--- src/sv/dst_pkg.sv ---
package dst_pkg;

  // Field widths fixed by the interface
  localparam int YEAR_W   = 12;
  localparam int MONTH_W  = 4;
  localparam int DAY_W    = 5;
  localparam int DNUM_W   = 18;
  localparam int COUNT_W  = 16;
  localparam int OUTC_W   = 2;
  localparam int YOFF_W   = 9;

  // Calendar constants
  localparam logic [YEAR_W-1:0] YEAR_BASE = 12'd2000;
  localparam logic [YEAR_W-1:0] YEAR_LAST = 12'd2399;

  typedef logic [DNUM_W-1:0] dnum_t;
  typedef logic [OUTC_W-1:0] outcome_t;

  // Outcome codes carried with each result word
  localparam outcome_t OUTC_FIRST   = 2'd0;
  localparam outcome_t OUTC_EXTEND  = 2'd1;
  localparam outcome_t OUTC_RESTART = 2'd2;
  localparam outcome_t OUTC_KEEP    = 2'd3;

  // Days in the months before the given month of a common year. Month 0
  // reads as January and months 13 to 15 read as December.
  function automatic logic [8:0] days_before_month(input logic [MONTH_W-1:0] m);
    logic [8:0] d;
    case (m)
      4'd0:    d = 9'd0;
      4'd1:    d = 9'd0;
      4'd2:    d = 9'd31;
      4'd3:    d = 9'd59;
      4'd4:    d = 9'd90;
      4'd5:    d = 9'd120;
      4'd6:    d = 9'd151;
      4'd7:    d = 9'd181;
      4'd8:    d = 9'd212;
      4'd9:    d = 9'd243;
      4'd10:   d = 9'd273;
      4'd11:   d = 9'd304;
      default: d = 9'd334;
    endcase
    return d;
  endfunction

endpackage

--- src/sv/dst_day_number.sv ---
module dst_day_number (
  input  logic [dst_pkg::YEAR_W-1:0]  year,
  input  logic [dst_pkg::MONTH_W-1:0] month,
  input  logic [dst_pkg::DAY_W-1:0]   day_of_month,
  output dst_pkg::dnum_t              day_number
);

  logic [dst_pkg::YEAR_W-1:0] year_c;
  logic [dst_pkg::YOFF_W-1:0] n;
  logic [dst_pkg::YOFF_W:0]   n_p3;
  logic [2:0]                 centuries;
  logic                       leap;
  logic                       past_feb;
  dst_pkg::dnum_t             sum;

  // Clamp the year into the supported four centuries.
  always_comb begin
    if (year < dst_pkg::YEAR_BASE) begin
      year_c = dst_pkg::YEAR_BASE;
    end else if (year > dst_pkg::YEAR_LAST) begin
      year_c = dst_pkg::YEAR_LAST;
    end else begin
      year_c = year;
    end
  end

  assign n    = dst_pkg::YOFF_W'(year_c - dst_pkg::YEAR_BASE);
  assign n_p3 = {1'b0, n} + 10'd3;

  // Century years passed since the base year (excluded from the leap count);
  // the base year itself is the one fourth-century year in range.
  assign centuries = 3'(n > 9'd0) + 3'(n > 9'd100) + 3'(n > 9'd200) + 3'(n > 9'd300);

  // Leap rule within the range: every fourth year except the three centuries.
  assign leap     = (n[1:0] == 2'b00) && (n != 9'd100) && (n != 9'd200) && (n != 9'd300);
  assign past_feb = (month > 4'd2);

  // Closed form for the days before the year, then month and day.
  always_comb begin
    sum = dst_pkg::DNUM_W'(n) * 18'd365;
    sum = sum + dst_pkg::DNUM_W'(n_p3[dst_pkg::YOFF_W:2]);
    sum = sum - dst_pkg::DNUM_W'(centuries);
    sum = sum + dst_pkg::DNUM_W'(n != 9'd0);
    sum = sum + dst_pkg::DNUM_W'(dst_pkg::days_before_month(month));
    sum = sum + dst_pkg::DNUM_W'(leap && past_feb);
    sum = sum + dst_pkg::DNUM_W'(day_of_month);
  end

  assign day_number = sum;

endmodule

--- src/sv/daily_streak_tracker.sv ---
// Channel  Direction  Ports                                       Word
// in       input      in_valid, in_ready                          year, month, day_of_month
// out      output     out_valid, out_ready                        streak_count, day_number,
//                                                                 outcome
//
// Each word passes from input to result through the input register, then through
// the day-number and streak logic into the result register.
// One word is taken per cycle while results are drained; the streak state is
// updated as a word moves into the result register, so each word sees the last.
// Reset (synchronous, active low) empties both registers and clears the history.
// A stalled result holds the result register; one further word waits in the
// input register, after which in_ready falls.
module daily_streak_tracker #(
  parameter int STREAK_BITS = 16
) (
  input  logic                                clk,
  input  logic                                rst_n,
  input  logic                                in_valid,
  output logic                                in_ready,
  input  logic [dst_pkg::YEAR_W-1:0]          in_year,
  input  logic [dst_pkg::MONTH_W-1:0]         in_month,
  input  logic [dst_pkg::DAY_W-1:0]           in_day_of_month,
  output logic                                out_valid,
  input  logic                                out_ready,
  output logic [dst_pkg::COUNT_W-1:0]         out_streak_count,
  output logic [dst_pkg::DNUM_W-1:0]          out_day_number,
  output logic [dst_pkg::OUTC_W-1:0]          out_outcome
);

  localparam logic [STREAK_BITS-1:0] STREAK_MAX = '1;
  localparam logic [STREAK_BITS-1:0] STREAK_ONE = STREAK_BITS'(1);

  logic                         s1_valid_r, s1_valid_nxt;
  logic [dst_pkg::YEAR_W-1:0]   s1_year_r;
  logic [dst_pkg::MONTH_W-1:0]  s1_month_r;
  logic [dst_pkg::DAY_W-1:0]    s1_day_r;
  logic                         out_valid_r, out_valid_nxt;
  logic [dst_pkg::COUNT_W-1:0]  out_count_r;
  dst_pkg::dnum_t               out_dnum_r;
  dst_pkg::outcome_t            out_outc_r;
  logic                         have_last_r, have_last_nxt;
  dst_pkg::dnum_t               last_day_r, last_day_nxt;
  logic [STREAK_BITS-1:0]       streak_r, streak_nxt;

  dst_pkg::dnum_t               today;
  logic [dst_pkg::DNUM_W:0]     last_p1;
  logic [dst_pkg::DNUM_W:0]     today_x;
  dst_pkg::outcome_t            outc;
  logic [31:0]                  streak_wide;
  logic                         in_fire;
  logic                         s1_fire;
  logic                         out_fire;

  // Handshake: the result register frees itself when taken, the input
  // register frees itself when its word moves on.
  assign out_fire = out_valid_r && out_ready;
  assign s1_fire  = s1_valid_r && (!out_valid_r || out_ready);
  assign in_ready = !s1_valid_r || s1_fire;
  assign in_fire  = in_valid && in_ready;

  assign s1_valid_nxt  = in_fire || (s1_valid_r && !s1_fire);
  assign out_valid_nxt = s1_fire || (out_valid_r && !out_fire);

  // Day number of the word in the input register.
  dst_day_number u_day_number (
    .year         (s1_year_r),
    .month        (s1_month_r),
    .day_of_month (s1_day_r),
    .day_number   (today)
  );

  assign last_p1 = {1'b0, last_day_r} + 19'd1;
  assign today_x = {1'b0, today};

  // Streak update against the stored history.
  always_comb begin
    have_last_nxt = have_last_r;
    last_day_nxt  = last_day_r;
    streak_nxt    = streak_r;
    if (!have_last_r) begin
      outc = dst_pkg::OUTC_FIRST;
    end else if (today_x == last_p1) begin
      outc = dst_pkg::OUTC_EXTEND;
    end else if (today_x > last_p1) begin
      outc = dst_pkg::OUTC_RESTART;
    end else begin
      outc = dst_pkg::OUTC_KEEP;
    end
    if (s1_fire) begin
      case (outc)
        dst_pkg::OUTC_FIRST, dst_pkg::OUTC_RESTART: begin
          have_last_nxt = 1'b1;
          last_day_nxt  = today;
          streak_nxt    = STREAK_ONE;
        end
        dst_pkg::OUTC_EXTEND: begin
          last_day_nxt = today;
          if (streak_r != STREAK_MAX) begin
            streak_nxt = streak_r + STREAK_ONE;
          end
        end
        default: begin
        end
      endcase
    end
  end

  assign streak_wide = 32'(streak_nxt);

  // Control registers.
  always_ff @(posedge clk) begin
    if (!rst_n) begin
      s1_valid_r  <= 1'b0;
      out_valid_r <= 1'b0;
      have_last_r <= 1'b0;
      last_day_r  <= '0;
      streak_r    <= '0;
    end else begin
      s1_valid_r  <= s1_valid_nxt;
      out_valid_r <= out_valid_nxt;
      have_last_r <= have_last_nxt;
      last_day_r  <= last_day_nxt;
      streak_r    <= streak_nxt;
    end
  end

  // Payload registers.
  always_ff @(posedge clk) begin
    if (in_fire) begin
      s1_year_r  <= in_year;
      s1_month_r <= in_month;
      s1_day_r   <= in_day_of_month;
    end
    if (s1_fire) begin
      out_count_r <= streak_wide[dst_pkg::COUNT_W-1:0];
      out_dnum_r  <= today;
      out_outc_r  <= outc;
    end
  end

  assign out_valid        = out_valid_r;
  assign out_streak_count = out_count_r;
  assign out_day_number   = out_dnum_r;
  assign out_outcome      = out_outc_r;

  // A word leaving the input register always lands in the result register.
  a_s1_to_out: assert property (@(posedge clk) disable iff (!rst_n)
    s1_fire |=> out_valid)
    else $error("word lost between input and result registers");

  // Once a history exists the streak is never zero.
  a_streak_nonzero: assert property (@(posedge clk) disable iff (!rst_n)
    have_last_r |-> (streak_r != '0))
    else $error("streak zero with history present");

  // Without history the first word must report the first-date outcome.
  a_first_outcome: assert property (@(posedge clk) disable iff (!rst_n)
    (s1_fire && !have_last_r) |=> (out_outcome == dst_pkg::OUTC_FIRST) && have_last_r)
    else $error("first word not reported as first date");

  // An unchanged outcome leaves the stored history alone.
  a_keep_holds: assert property (@(posedge clk) disable iff (!rst_n)
    (s1_fire && (outc == dst_pkg::OUTC_KEEP)) |=> $stable(last_day_r) && $stable(streak_r))
    else $error("history changed on an unchanged outcome");

  // Backpressure only arises from a held word in the input register.
  a_ready_low: assert property (@(posedge clk) disable iff (!rst_n)
    !in_ready |-> (s1_valid_r && out_valid_r && !out_ready))
    else $error("input stalled without cause");

endmodule
--- config.mk ---
export PLATFORM = sky130hd
export DESIGN_NAME = daily_streak_tracker
export DESIGN_NICKNAME = d
export VERILOG_FILES = /design/src/sv/dst_pkg.sv /design/src/sv/dst_day_number.sv /design/src/sv/daily_streak_tracker.sv
export SDC_FILE = /design/constraint.sdc
export NUM_CORES = 1
export LEC_CHECK = 0
export BUFFER_PORTS_ARGS = -buffer_cell sky130_fd_sc_hd__buf_2
export CORE_MARGIN = 2
export CORE_UTILIZATION = 45
export CTS_BUF_LIST = sky130_fd_sc_hd__clkbuf_8
export DETAILED_ROUTE_END_ITERATION = 6
export HOLD_SLACK_MARGIN = 0.1
export SYNTH_ARGS = -nofsm -noshare
export SYNTH_HDL_FRONTEND = slang
export SYNTH_HIERARCHICAL = 1
export SYNTH_SLANG_ARGS = --single-unit
export TNS_END_PERCENT = 50
--- constraint.sdc ---
create_clock -name clk -period 9.75 [get_ports clk]
set_input_delay 0.975 -clock clk [delete_from_list [all_inputs] [get_ports clk]]
set_output_delay 0.975 -clock clk [all_outputs]
set_load 0.02 [all_outputs]
==> out/results.txt <==
Remaining DRCs = 0
Netlist Area Pre-Place = 8240 µm²
die width = 139 µm
worst setup slack after layout = 0.491 ns
hpwl dp = 14.1 mm
fillers = 1716
status = completed
max-cap violations = 0
FF-to-FF End = out_streak_count[2]
sequential area share after synthesis = 0.298
Routed WL per cell = 16.3 µm
Tmin final = 9.26 ns
number of buffer and inverter stages on the critical path = 4
vias in the first global route = 6040
DP Worst Slack = 0.248 ns
kind of cell adding the most delay to the critical path = adder cells
final setup vio count = 0
critical path endpoint = out_streak_count[2]
Port Buffers = 62
dominant cells by area after synthesis = edfxtp_1 (21%), ha_1 (18%), fa_1 (14%), dfxtp_1 (9.0%), inv_1 (5.7%)
syn_area_per_cell = 9.90 µm²
Initial Utilization = 0.459
Reg2Reg Launch Point = s1_year_r[5]
leading area contributor after synthesis = edfxtp_1
share of the synthesized area in the top cell type = 0.208
R2R depth = 32
Worst path slowest cell = fa_1
all-layer global routing usage = 0.198
CP Max Fanout = 20
full die area = 19400 µm²
crit path launch type = flop
final RePlAce weighted congestion = 0.892
grt ovf = 0
max-slew violations = 0
EDFF count, synth = 57
Fmax achieved = 0.108 GHz
first-pass GRT wire length = 30.8 mm
clock-pin slew on the worst setup and hold paths = 0.11 ns
Die H = 139 µm
Hold Vio Cnt, Final = 0
endpoint type of the worst setup path = flop
Least-Margin Pin Slew = 1.20 ns
syn_nets = 1033
CP required = 9.88 ns
CP Launch Point = s1_year_r[5]
Gate Count Post-Synth = 832
core box area = 18000 µm²
Arr. time, crit path = 9.39 ns
Root Buffer = clkbuf_8
Synth cell types = 75
row cnt = 49
Num CTS Buffers = 9
final net count = 1115
clock buffer depth = 2
register bit total from synthesis = 94
HP Class = reg -> reg
CTS tree = done
Synth Warn # = 6
Async SR Flop Fraction = 0
Worst path depth = 32
Iteration-0 DRC Markers = 405
share of layout cells above drive strength 1 = 0.149
TritonCTS sink count = 94
htree depth = 3
Worst-Skew Late Latency = 0.40 ns
first-pass detailed-route iteration total = 5
Crit path top cell by count = fa_1
register-to-register setup slack = 0.49 ns
final WL = 18.7 mm
final worst-path cycle share = 0.950
largest net degree at the start of global routing = 42
Worst slew margin = 0.200
cts hold-fix bufs = 0
most numerous cell in the Yosys netlist = inv_1
Area Overhead vs Synth = 11.3%
Slowest Stage Delay on Critical Path = 0.53 ns
Via density = 5.38
Synth top cells by count = inv_1 (124), ha_1 (118), nand2_1 (77), a21oi_1 (59), fa_1 (58)
Final ANT Viol Nets = 0
Main synth FF type = edfxtp_1
Crit Path Category = reg -> reg
initial antenna violation count = 0
IO Count = 63
antenna cells = 0
routed vias = 6181
Worst Clk Skew = 0.0125 ns
timing repair:
action / 4_1_cts / 5_1_grt
endpoints found under the setup margin: 0 / 49
gates resized for setup: 0 / 12
setup buffers: 0 / 10
metal layers:
metal,up-vias,GRT usage,part of all wire
met1,3018,0.289,0.49
met3,16,0.0320,0.045
li1,3030,-,-
met2,117,0.311,0.45
met4,0,0.0441,0.010
met5,-,0,0
stage by stage:
stage	hold slack [ns]	instances	area (µm²)	utilization	setup TNS, ns
after floorplan	0.454	832	8240	-	0
after global placement	0.467	1120	8830	0.492	0
after detailed placement	0.469	1120	8830	0.492	0
after CTS	0.483	1136	9020	0.502	0
after global routing	0.534	1148	9170	0.510	-0.104
final	0.484	1148	9170	0.510	0
layout by cell type, fill, tap and decap left out, types with 16 or more instances in the layout:
master | Yosys | final
a21oi_1 | 59 | 58
buf_2 | 4 | 62
buf_4 | 1 | 20
dfxtp_1 | 37 | 37
edfxtp_1 | 57 | 57
fa_1 | 58 | 58
ha_1 | 118 | 117
inv_1 | 124 | 123
nand2_1 | 77 | 77
nand3_1 | 24 | 24
nor2_1 | 36 | 36
o21ai_0 | 30 | 29
xnor2_1 | 18 | 16
xor2_1 | 21 | 20
worst min-delay path: cells and delay by family (launching register included):
kind               cells  cell delay (ns)
DFF                    1             0.34
and+or+nand+nor        1             0.06
AOI/OAI and AO/OA      1             0.05
layout make-up:
type,count,area [µm²],share of cell area
Timing Repair Buffer,82,460,0.0502
Clock inverter,7,62.6,0.00683
Multi-Input combinational cell,602,5310,0.579
Clock buffer,9,124,0.0135
Sequential cell,94,2450,0.268
Inverter,125,469,0.0512
Tap cell,229,287,0.0313
flip-flops by register name, indices dropped and copies added, names as in the netlist:
signal,flops
have_last_r,1
last_day_r,18
out_day_number,18
out_outcome,2
out_streak_count,16
out_valid,1
s1_day_r,5
s1_month_r,4
s1_valid_r,1
s1_year_r,12
streak_r,16
how the worst min path moves through the flow:
stage	slack, ns	startpoint	cells past startpoint	endpoint
global placement	0.47	last_day_r[1]	2	last_day_r[1]
CTS	0.48	last_day_r[1]	2	last_day_r[1]
floorplan	0.45	last_day_r[1]	2	last_day_r[1]
detailed placement	0.47	last_day_r[1]	2	last_day_r[1]
global route	0.53	last_day_r[1]	2	last_day_r[1]
finish	0.48	last_day_r[1]	2	last_day_r[1]
cells by family after synthesis:
kind of cell	count (synthesis)	synth area share
simple gates	216	0.137
compound gates	164	0.131
fa+ha+maj	176	0.320
xor+xnor	39	0.0415
buf+inv	138	0.0667
flops	94	0.298
mux	5	0.00623
Power is not shown: default switching activity piles up to over one toggle a cycle in this logic, so the estimate is an artifact.
